==> config.mk <==
export PLATFORM = sky130hd
export DESIGN_NAME = rie_divider
export DESIGN_NICKNAME = d
export VERILOG_FILES = /design/src/rtl/core/rie_pkg.sv /design/src/rtl/core/rie_divider.sv
export SDC_FILE = /design/constraint.sdc
export NUM_CORES = 1
export LEC_CHECK = 0
export BUFFER_PORTS_ARGS = -buffer_cell sky130_fd_sc_hd__buf_4
export CORE_ASPECT_RATIO = 0.8
export CORE_MARGIN = 5
export CORE_UTILIZATION = 58
export DETAILED_ROUTE_END_ITERATION = 8
export PLACE_DENSITY = 0.81
export SLEW_MARGIN = 0
export SYNTH_ARGS = -nofsm -noshare
export SYNTH_HDL_FRONTEND = slang
export SYNTH_SLANG_ARGS = --single-unit
export TNS_END_PERCENT = 20
==> constraint.sdc <==
create_clock -name clk_i -period 3.8 [get_ports clk_i]
set_input_delay 0 -clock clk_i [delete_from_list [all_inputs] [get_ports clk_i]]
set_output_delay 0 -clock clk_i [all_outputs]
set_load 0.01 [all_outputs]
==> src/rtl/core/rie_pkg.sv <==
// package for the register instruction executor: sizes, opcodes, status codes, stage types
package rie_pkg;
  localparam int NUM_REGS = 256;
  localparam int NUM_LABELS = 256;
  localparam int STACK_DEPTH = 64;
  localparam int NUM_GLOBALS = 256;
  localparam int IP_WIDTH = 16;
  localparam int REG_AW = $clog2(NUM_REGS);
  localparam int LBL_AW = $clog2(NUM_LABELS);
  localparam int STK_AW = (STACK_DEPTH > 1) ? $clog2(STACK_DEPTH) : 1;
  localparam int DEPTH_W = $clog2(STACK_DEPTH + 1);
  localparam int GLB_AW = $clog2(NUM_GLOBALS);
  localparam int CLR_W = (REG_AW > LBL_AW) ? ((REG_AW > GLB_AW) ? REG_AW : GLB_AW)
                                           : ((LBL_AW > GLB_AW) ? LBL_AW : GLB_AW);

  typedef enum logic [4:0] {
    OP_NOP = 5'd0, OP_MOVE = 5'd1, OP_ADD = 5'd2, OP_SUB = 5'd3, OP_MUL = 5'd4,
    OP_DIV = 5'd5, OP_MOD = 5'd6, OP_EQ = 5'd7, OP_GT = 5'd8, OP_LT = 5'd9,
    OP_GE = 5'd10, OP_LE = 5'd11, OP_AND = 5'd12, OP_OR = 5'd13, OP_XOR = 5'd14,
    OP_SHL = 5'd15, OP_SHR = 5'd16, OP_JUMP = 5'd17, OP_JIF = 5'd18,
    OP_JIFN = 5'd19, OP_CALL = 5'd20, OP_RET = 5'd21, OP_LDG = 5'd22,
    OP_STG = 5'd23, OP_HALT = 5'd24, OP_DEFL = 5'd25
  } op_e;

  typedef enum logic [2:0] {
    ST_OK = 3'd0, ST_HALT = 3'd1, ST_DIVZ = 3'd2, ST_OVF = 3'd3, ST_BADOP = 3'd4,
    ST_BADJMP = 3'd5
  } status_e;

  typedef enum logic [2:0] {
    S_CLEAR, S_IDLE, S_READ, S_EXEC, S_MUL, S_DIV, S_WRITE
  } state_e;

  typedef enum logic [1:0] {
    K_REG = 2'd0, K_IMM = 2'd1, K_OTHER = 2'd2
  } kind_e;

  typedef struct packed {
    logic [4:0]  func;
    logic        dest_is_reg;
    logic [7:0]  dest_reg;
    logic [1:0]  src1_kind;
    logic [7:0]  src1_reg;
    logic [63:0] src1_imm;
    logic [1:0]  src2_kind;
    logic [7:0]  src2_reg;
    logic [63:0] src2_imm;
    logic        target_is_label;
    logic [7:0]  target_label;
    logic [15:0] label_position;
  } in_t;

  typedef struct packed {
    logic [2:0]  status;
    logic [15:0] next_ip;
    logic        reg_written;
    logic [7:0]  written_reg;
    logic [63:0] written_value;
  } out_t;

  typedef struct packed {
    logic        start;
    logic        sign_q;
    logic        sign_r;
    logic [63:0] a;
    logic [63:0] b;
  } div_req_t;

  typedef struct packed {
    logic        done;
    logic [63:0] q;
    logic [63:0] r;
  } div_rsp_t;
endpackage

==> src/rtl/core/rie_divider.sv <==
// radix-2 restoring divider on magnitudes, one quotient bit per cycle
module rie_divider (
  input  logic              clk_i,
  input  logic              rst_ni,
  input  rie_pkg::div_req_t req_i,
  output rie_pkg::div_rsp_t rsp_o
);
  import rie_pkg::*;
  logic [63:0] n_q, n_d, d_q, d_d, q_q, q_d;
  logic [64:0] r_q, r_d, trial;
  logic [6:0]  cnt_q, cnt_d;
  logic        busy_q, busy_d, sq_q, sq_d, sr_q, sr_d;

  always_comb begin
    n_d = n_q; d_d = d_q; q_d = q_q; r_d = r_q; cnt_d = cnt_q;
    busy_d = busy_q; sq_d = sq_q; sr_d = sr_q;
    trial = {r_q[63:0], n_q[63]} - {1'b0, d_q};
    if (req_i.start) begin
      n_d = req_i.a; d_d = req_i.b; q_d = '0; r_d = '0; cnt_d = 7'd64;
      busy_d = 1'b1; sq_d = req_i.sign_q; sr_d = req_i.sign_r;
    end else if (busy_q) begin
      if (!trial[64]) begin
        r_d = trial; q_d = {q_q[62:0], 1'b1};
      end else begin
        r_d = {r_q[63:0], n_q[63]}; q_d = {q_q[62:0], 1'b0};
      end
      n_d = {n_q[62:0], 1'b0};
      cnt_d = cnt_q - 7'd1;
      if (cnt_q == 7'd1) busy_d = 1'b0;
    end
  end

  always_ff @(posedge clk_i or negedge rst_ni) begin
    if (!rst_ni) begin
      busy_q <= 1'b0; cnt_q <= '0;
    end else begin
      busy_q <= busy_d; cnt_q <= cnt_d;
    end
  end

  always_ff @(posedge clk_i) begin
    n_q <= n_d; d_q <= d_d; q_q <= q_d; r_q <= r_d; sq_q <= sq_d; sr_q <= sr_d;
  end

  logic done_q;
  always_ff @(posedge clk_i or negedge rst_ni) begin
    if (!rst_ni) done_q <= 1'b0;
    else done_q <= busy_q && (cnt_q == 7'd1);
  end

  assign rsp_o.done = done_q;
  assign rsp_o.q = sq_q ? (64'd0 - q_q) : q_q;
  assign rsp_o.r = sr_q ? (64'd0 - r_q[63:0]) : r_q[63:0];
endmodule
Yosys cells after proc, flatten, opt, wreduce, memory -nomap -nowiden

Cells that the tools add are included.

Add/sub/neg operators: 4
Equal/unequal tests: 1
Multiplexer cells: 11
Reductions and logical operators: 2

Operators by type and width:

| kind                  | count |
|---|---|
| $mux 64               | 5 |
| $sub 1x64->64 const A | 2 |
| $sub 65x64->65        | 1 |
| $mux 7                | 2 |
| $eq 7x1->1 const B    | 1 |
| $sub 7x1->7 const B   | 1 |
| $mux 1                | 4 |
| $reduce_bool 2->1     | 1 |
| $logic_and 1x1->1     | 1 |

Register bits after elaboration: 267
Output and inout bits: 129
Logic and storage cells: 27

Longest topological paths before layout

Gate-level depths: netlist of run 1.

Depth in word-level cells: 4
Mapped depth: 16
Depth with buffers taken out: 14

Least setup slack after synthesis of run 1

Ideal clock, no wire load.

Path kind: register -> register
From: reg r_q[12]
To: reg r_q[53]
Setup time: 79 ps
Arrival time: 3265 ps
Path slack: 456 ps
Cell stages (with the launch flop): 14
Period minus slack after synthesis: 3344 ps
Cells stage by stage: dfxtp_1 -> ha_1 -> clkbuf_1 -> nand4_1 -> or4_1 -> o21ai_1 -> a21oi_1 -> o41ai_2 -> a21oi_1 -> xnor2_4 -> buf_2 -> buf_2 -> nand3_1 -> o211ai_1

Word-level cells in the longest chain between the ends: 2

Ends and longest elaborated chain:

| element                | line              | source |
|---|---|---|
| start, declared        | rie_divider.sv:10 | `logic [64:0] r_q, r_d, trial;` |
| start signal, assigned | rie_divider.sv:42 | `n_q <= n_d; d_q <= d_d; q_q <= q_d; r_q <= r_d; sq_q <= sq_d; sr_q <= sr_d;` |
| $sub 65x64->65         | rie_divider.sv:17 | `trial = {r_q[63:0], n_q[63]} - {1'b0, d_q};` |
| $mux 64                | rie_divider.sv:22 | `if (!trial[64]) begin` |

Every way passes these cells.
A chain may end at the register's enable or synchronous reset.

==> flow_summary.json, run 1 <==
{
  "grt_max_degree": 176,
  "hold_viol": 0,
  "reg2reg_depth": 16,
  "yosysTopAreaCellShare_pct": 23.16,
  "post-synth-top-count-cell": "nor2_1",
  "worstSetupPathType": "flop to primary output",
  "cp_max_fo": 5,
  "ctsHtreeMaxLevel": 1,
  "async_flop_share_pct": 3.371,
  "drive_above_1_share_pct": 24.25,
  "synth_edf_count": 130,
  "p_leak_nw": 9.840,
  "startpoint_type": "flop",
  "crit_arrival_ps": 3930,
  "yosys.area_share.simple_pct": 14.15,
  "ys_types": 77,
  "seq_area_frac_synth_pct": 39.70,
  "drt-vias-per-instance": 6.083,
  "critPathCaptureType": "primary output",
  "dp_hpwl_um": 34960,
  "power_density_nw_per_um2": 788.7,
  "vdd_drop_max_uv": 621.7,
  "period_share_pct": 103.4,
  "synthFlopType": "edfxtp_1",
  "die-area_um2": 32590,
  "path_clk_slew_ps": 70,
  "maxSlewViolCount": 0,
  "syn_area_um2": 16850,
  "grt.overflow.total": 0,
  "syn-instance-count": 1793,
  "synth_compound_area_share_pct": 15.23,
  "avgSynthCellArea_um2": 9.400,
  "fmax_ghz": 0.2545,
  "grt_pass1_wl_um": 84220,
  "period_minus_slack_ps": 3929,
  "cts_sinks": 267,
  "clock_skew_ps": 26.37,
  "antenna_left": 0,
  "cts_root_buffer": "clkbuf_16",
  "ios": 262,
  "slew_headroom_pct": 34.29,
  "clock_path_buffers": 3,
  "drt-initial-drc-count": 1669,
  "die_width_um": 200.6,
  "drc": 0,
  "post_drt_wl_per_cell_um": 20.83,
  "grt_pass1_vias": 15286,
  "maxCapViolCount": 0,
  "ys.warnings.count": 0,
  "num_rows": 55,
  "synth_seq_cells": 267,
  "chipHeight_um": 162.5,
  "yosys.area.top_type": "edfxtp_1",
  "synth_xor_area_share_pct": 9.932,
  "setup_tns_ps": -251.9,
  "antenna_found_initial": 1,
  "ys_top_cells_by_area": "edfxtp_1 23%, dfxtp_1 15%, xnor2_1 8.1%",
  "grt_usage_pct": 31.52,
  "crit_required_ps": 3800,
  "cts_tree": "done",
  "p_total_mw": 17.42,
  "port_buffers": 261,
  "setup_viol": 7,
  "synthAdderAreaFrac_pct": 5.167,
  "synth_common_cells": "182 x nor2_1, 156 x xnor2_1, 130 x edfxtp_1, 130 x nand2_1, 128 x dfxtp_1",
  "utilization_pct": 77.55,
  "wirelength_um": 53680,
  "layout.nets": 2386,
  "clock_latency_ps": 590,
  "start_util_pct": 59.16,
  "tightestPinTransition_ps": 985.7,
  "gp_congestion": 1.017,
  "synth_top_family_by_area": "compound AO/OA/AOI/OAI gates",
  "hold_depth": 2,
  "via_count": 15676,
  "syn2layout_area_growth_pct": 31.08,
  "worst_slack_ps": -129.1,
  "synth_fp_nets": 1995,
  "rsz0062_at_grt": "true",
  "muxShareOfSynthArea_pct": 10.92,
  "core_area_um2": 28490,
  "violations": "setup timing",
  "status": "finished, violations left",
  "drtPass1Iterations": 6,
  "numCtsBuffers": 28,
  "min_path_type": "input port to flop"
}
==> critical path, cell delays in order (launching register included) <==
cell and delay (ps):
dfxtp_4 350, or4_4 560, nor4_4 140, inv_1 80, or3_4 340, or4_4 530
nor2_1 210, and3_1 200, nand3_1 240, o21ai_2 230, xnor2_1 250, buf_4 210
==> flip-flops by register name, indices dropped and copies added, names as in the netlist <==
register and cells:
busy_q 1, cnt_q 7, d_q 64, done_q 1, n_q 64, q_q 64, r_q 64, sq_q 1
sr_q 1
==> routing by layer <==
layer	part of all wire [%]	vias to the layer above	global-route usage [%]
li1	-	7240	-
met3	9.2	133	6.709
met2	46	818	50.69
met1	42	7485	43.33
met5	0	-	0
met4	3.2	0	9.287
==> logic make-up after synthesis <==
kind of cell    Yosys count
simple gates            498
compound gates          392
flops                   267
buf+inv                 202
xor+xnor                189
mux                     176
fa+ha+maj                69
==> worst paths after layout <==
path	startpoint	end	slack [ps]
worst max register to register	n_q[63]	r_q[16]	50
worst max-delay path	r_q[13]	rsp_o[60]	-130
min in group asynchronous	rst_ni	cnt_q[3]	470
worst min register to register	q_q[63]	q_q[63]	520
max in group asynchronous	rst_ni	busy_q	2980
worst min-delay path	req_i[4]	d_q[4]	130
==> power breakdown <==
group          switching (mW)  total [mW]  internal, mW
sequential              0.452        3.92          3.47
combinational            5.87        10.7          4.81
clock                    1.24        2.82          1.59
total                    7.56        17.4          9.86
==> per-stage QoR <==
| stage | instance area [µm²] | worst slack (ps) | std cells | hold slack [ps] |
|---|---|---|---|---|
| after global placement | 19370 | 191.7 | 2383 | -173.5 |
| after detailed placement | 19370 | 39.53 | 2383 | -172.1 |
| final | 22090 | -129.1 | 2577 | 133.7 |
| after CTS | 21900 | -91.27 | 2574 | 101.9 |
| after global routing | 22090 | -178.9 | 2577 | 128.0 |
| after floorplan | 16850 | 455.9 | 1793 | -295.6 |
==> cell usage in the layout, fill, tap and decap left out, types with 26 or more instances in the layout <==
cell	netlist	final
nand2_1	130	130
ha_1	68	66
xor2_1	32	32
xnor2_1	156	153
dfxtp_1	128	119
clkbuf_16	0	31
buf_4	7	330
dlygate4sd3_1	0	133
mux2i_1	113	112
inv_1	92	91
edfxtp_1	130	130
o21ai_0	101	90
mux2_2	63	63
nand4_1	26	26
nor2_1	182	181
a21oi_1	87	85
a211oi_1	50	48
a21o_1	27	27
==> layout make-up <==
type / instances / area, µm²
Inverter: 94 / 352.8
Multi-Input combinational cell: 1324 / 9696
Clock buffer: 40 / 819.5
Sequential cell: 267 / 6711
Timing Repair Buffer: 469 / 3931
Clock inverter: 12 / 117.6
Tap cell: 370 / 462.9
Fill cell: 1827 / 6396
Antenna cell: 1 / 2.502
==> timing repair <==
| item | 4_1_cts | 5_1_grt |
|---|---|---|
| resized for setup | 48 | 38 |
| endpoints found under the setup margin | 32 | 97 |
| setup buffers | 6 | 2 |
| endpoints found under the hold margin | 168 | 0 |
| pin swaps | 16 | 12 |
| hold buffers | 133 | 0 |
(Power assumes the default switching activity.)
==> run 2: changes to the inputs <==
REMOVE_ABC_BUFFERS = 1   (was unset)
==> run 2 against run 1 <==
The run still ends with setup timing left. First-iteration DRC count fell by 10%. Sequential power about the same. Maximum frequency up 2.8%. Sequential share of layout area grew 0.23 points. Cell area down 0.82%. Worst setup slack better by 110 ps. Clock power is 3% lower. Die area stayed put. Wire length fell by 3.0%. Worst hold slack better by 6.0 ps. Clock skew decreased by 14 ps.
==> flow_summary.json, run 2 (same netlist as run 1, synthesis figures left out) <==
{
  "status": "finished, violations left",
  "violations": "setup timing",
  "path_clk_slew_ps": 60,
  "wirelength_um": 52070,
  "fillers": 1871,
  "cts_sinks": 267,
  "period_minus_slack_ps": 3823,
  "clock_latency_ps": 580,
  "tightestPinTransition_ps": 1413,
  "period_share_pct": 100.6,
  "reg2reg_depth": 13,
  "final_cell_mix": "312 x buf_4, 180 x nor2_1, 153 x xnor2_1",
  "fmax_ghz": 0.2615,
  "core_area_um2": 28490,
  "sequentialPowerShare_pct": 23.1,
  "clock_path_buffers": 3,
  "grt_usage_pct": 30.27,
  "hold_viol": 0,
  "hold_depth": 2,
  "p_leak_nw": 9.743,
  "gp_congestion": 0.9649,
  "crit_required_ps": 3800,
  "worstSetupPathType": "flop to primary output",
  "p_int_mw": 9.748,
  "syn2layout_area_growth_pct": 30.01,
  "antenna_found_initial": 2,
  "clock_skew_ps": 12.51,
  "worst_slack_ps": -23.50,
  "combinationalPowerShare_pct": 60.9,
  "grt.overflow.total": 0,
  "drc": 0,
  "via_count": 15427,
  "rsz0062_at_grt": "true",
  "power_density_nw_per_um2": 776.6,
  "cts_root_buffer": "clkbuf_16",
  "setup_tns_ps": -60.52,
  "port_buffers": 261,
  "antenna_left": 0,
  "drtPass1Iterations": 7,
  "cts_tree": "done",
  "post_dp_cell_area_um2": 19190,
  "num_rows": 55,
  "chipHeight_um": 162.5,
  "dp_hpwl_um": 33620,
  "drt-initial-drc-count": 1496,
  "fin_area_um2": 21910,
  "critPathCaptureType": "primary output",
  "grt_pass1_vias": 15024,
  "pre_cts_ws_ps": 72.88,
  "ios": 262,
  "start_util_pct": 59.16,
  "ctsHtreeMaxLevel": 1,
  "final_cell_count_no_fill": 2564,
  "multiInputGateArea_um2": 9656,
  "setup_viol": 5,
  "startpoint_type": "flop",
  "cp_max_fo": 4,
  "maxSlewViolCount": 0,
  "grt_max_degree": 176,
  "vdd_drop_max_uv": 478.4,
  "final_common_cell": "buf_4",
  "numCtsBuffers": 29,
  "die-area_um2": 32590,
  "dp.cells": 2361,
  "drive_above_1_share_pct": 23.68,
  "regArea_um2": 6708,
  "post_drt_wl_per_cell_um": 20.31,
  "slew_headroom_pct": 5.792,
  "min_path_type": "input port to flop",
  "drt-vias-per-instance": 6.017,
  "swShare_pct": 42.72,
  "die_width_um": 200.6,
  "switching_power_mw": 7.269,
  "p_clk_share_pct": 16.0,
  "maxCapViolCount": 0,
  "grt_pass1_wl_um": 81260,
  "crit_arrival_ps": 3820,
  "whs_ps": 139.7,
  "layout.nets": 2371
}
run 2: cell count changes in the layout (fill, tap and decap cells not counted), sizes merged:
cell,delta
diode,+1
inv,-1
buf,-20
clkinv,+7
run 2: final cells by class:
class | instances | area share [%]
repair buffers | 453 | 17.54
flip-flops and latches | 267 | 30.61
diodes | 2 | 0.02284
multi-input cells | 1324 | 44.06
inverters | 94 | 1.610
clock inverters | 18 | 0.6110
well taps | 370 | 2.113
clock buffers | 36 | 3.432
run 2: worst paths after layout:
check	from	slack (ps)	endpoint
worst max-delay path	r_q[13]	-20	rsp_o[62]
worst min-delay path	req_i[9]	140	d_q[9]
worst max register to register	r_q[13]	200	r_q[2]
worst min register to register	n_q[63]	540	r_q[0]
max in group asynchronous	rst_ni	3010	busy_q
min in group asynchronous	rst_ni	460	cnt_q[5]
run 2: timing repair:
action                                  CTS  global route
gates cloned                              0             3
resized for setup                        41            36
hold buffers                            133             0
buffers inserted                          8             3
endpoints found under the setup margin   34           101
pin swaps                                12             6
endpoints found under the hold margin   189             0
run 2: per-stage QoR:
stage / power, mW / util, %
floorplan: 9.611 / -
detailed placement: 13.15 / 67.35
finish: 17.02 / 76.91
CTS: 16.42 / 75.97
global placement: 12.97 / 67.35
global route: 17.96 / 76.91
run 2: worst max-delay path: stages (launching register included):
cell,delay (ps)
dfxtp_4,340
or4_4,530
nor4_2,140
inv_1,100
or3_4,360
or4_4,490
nand3b_4,210
nor3_4,260
nand4_4,210
o41ai_2,300
xnor2_1,160
buf_4,150
run 2: power by group through the flow:
| stage | combinational, mW | clock (mW) | sequential [mW] |
|---|---|---|---|
| final | 10.4 | 2.73 | 3.93 |
| after floorplan | 5.68 | 0 | 3.93 |
| after global routing | 11.1 | 2.88 | 3.98 |
| after detailed placement | 9.19 | 0 | 3.96 |
| after global placement | 9.04 | 0 | 3.93 |
| after CTS | 9.78 | 2.74 | 3.90 |
run 2: routing by layer:
metal / vias up / routed length, µm / GRT usage [%] / share of wire (%)
met5: - / 0 / 0 / 0
met4: 0 / 1400 / 7.786 / 2.7
met3: 129 / 4659 / 7.426 / 8.9
met2: 750 / 24050 / 49.61 / 46
met1: 7341 / 21960 / 40.66 / 42
li1: 7207 / - / - / -
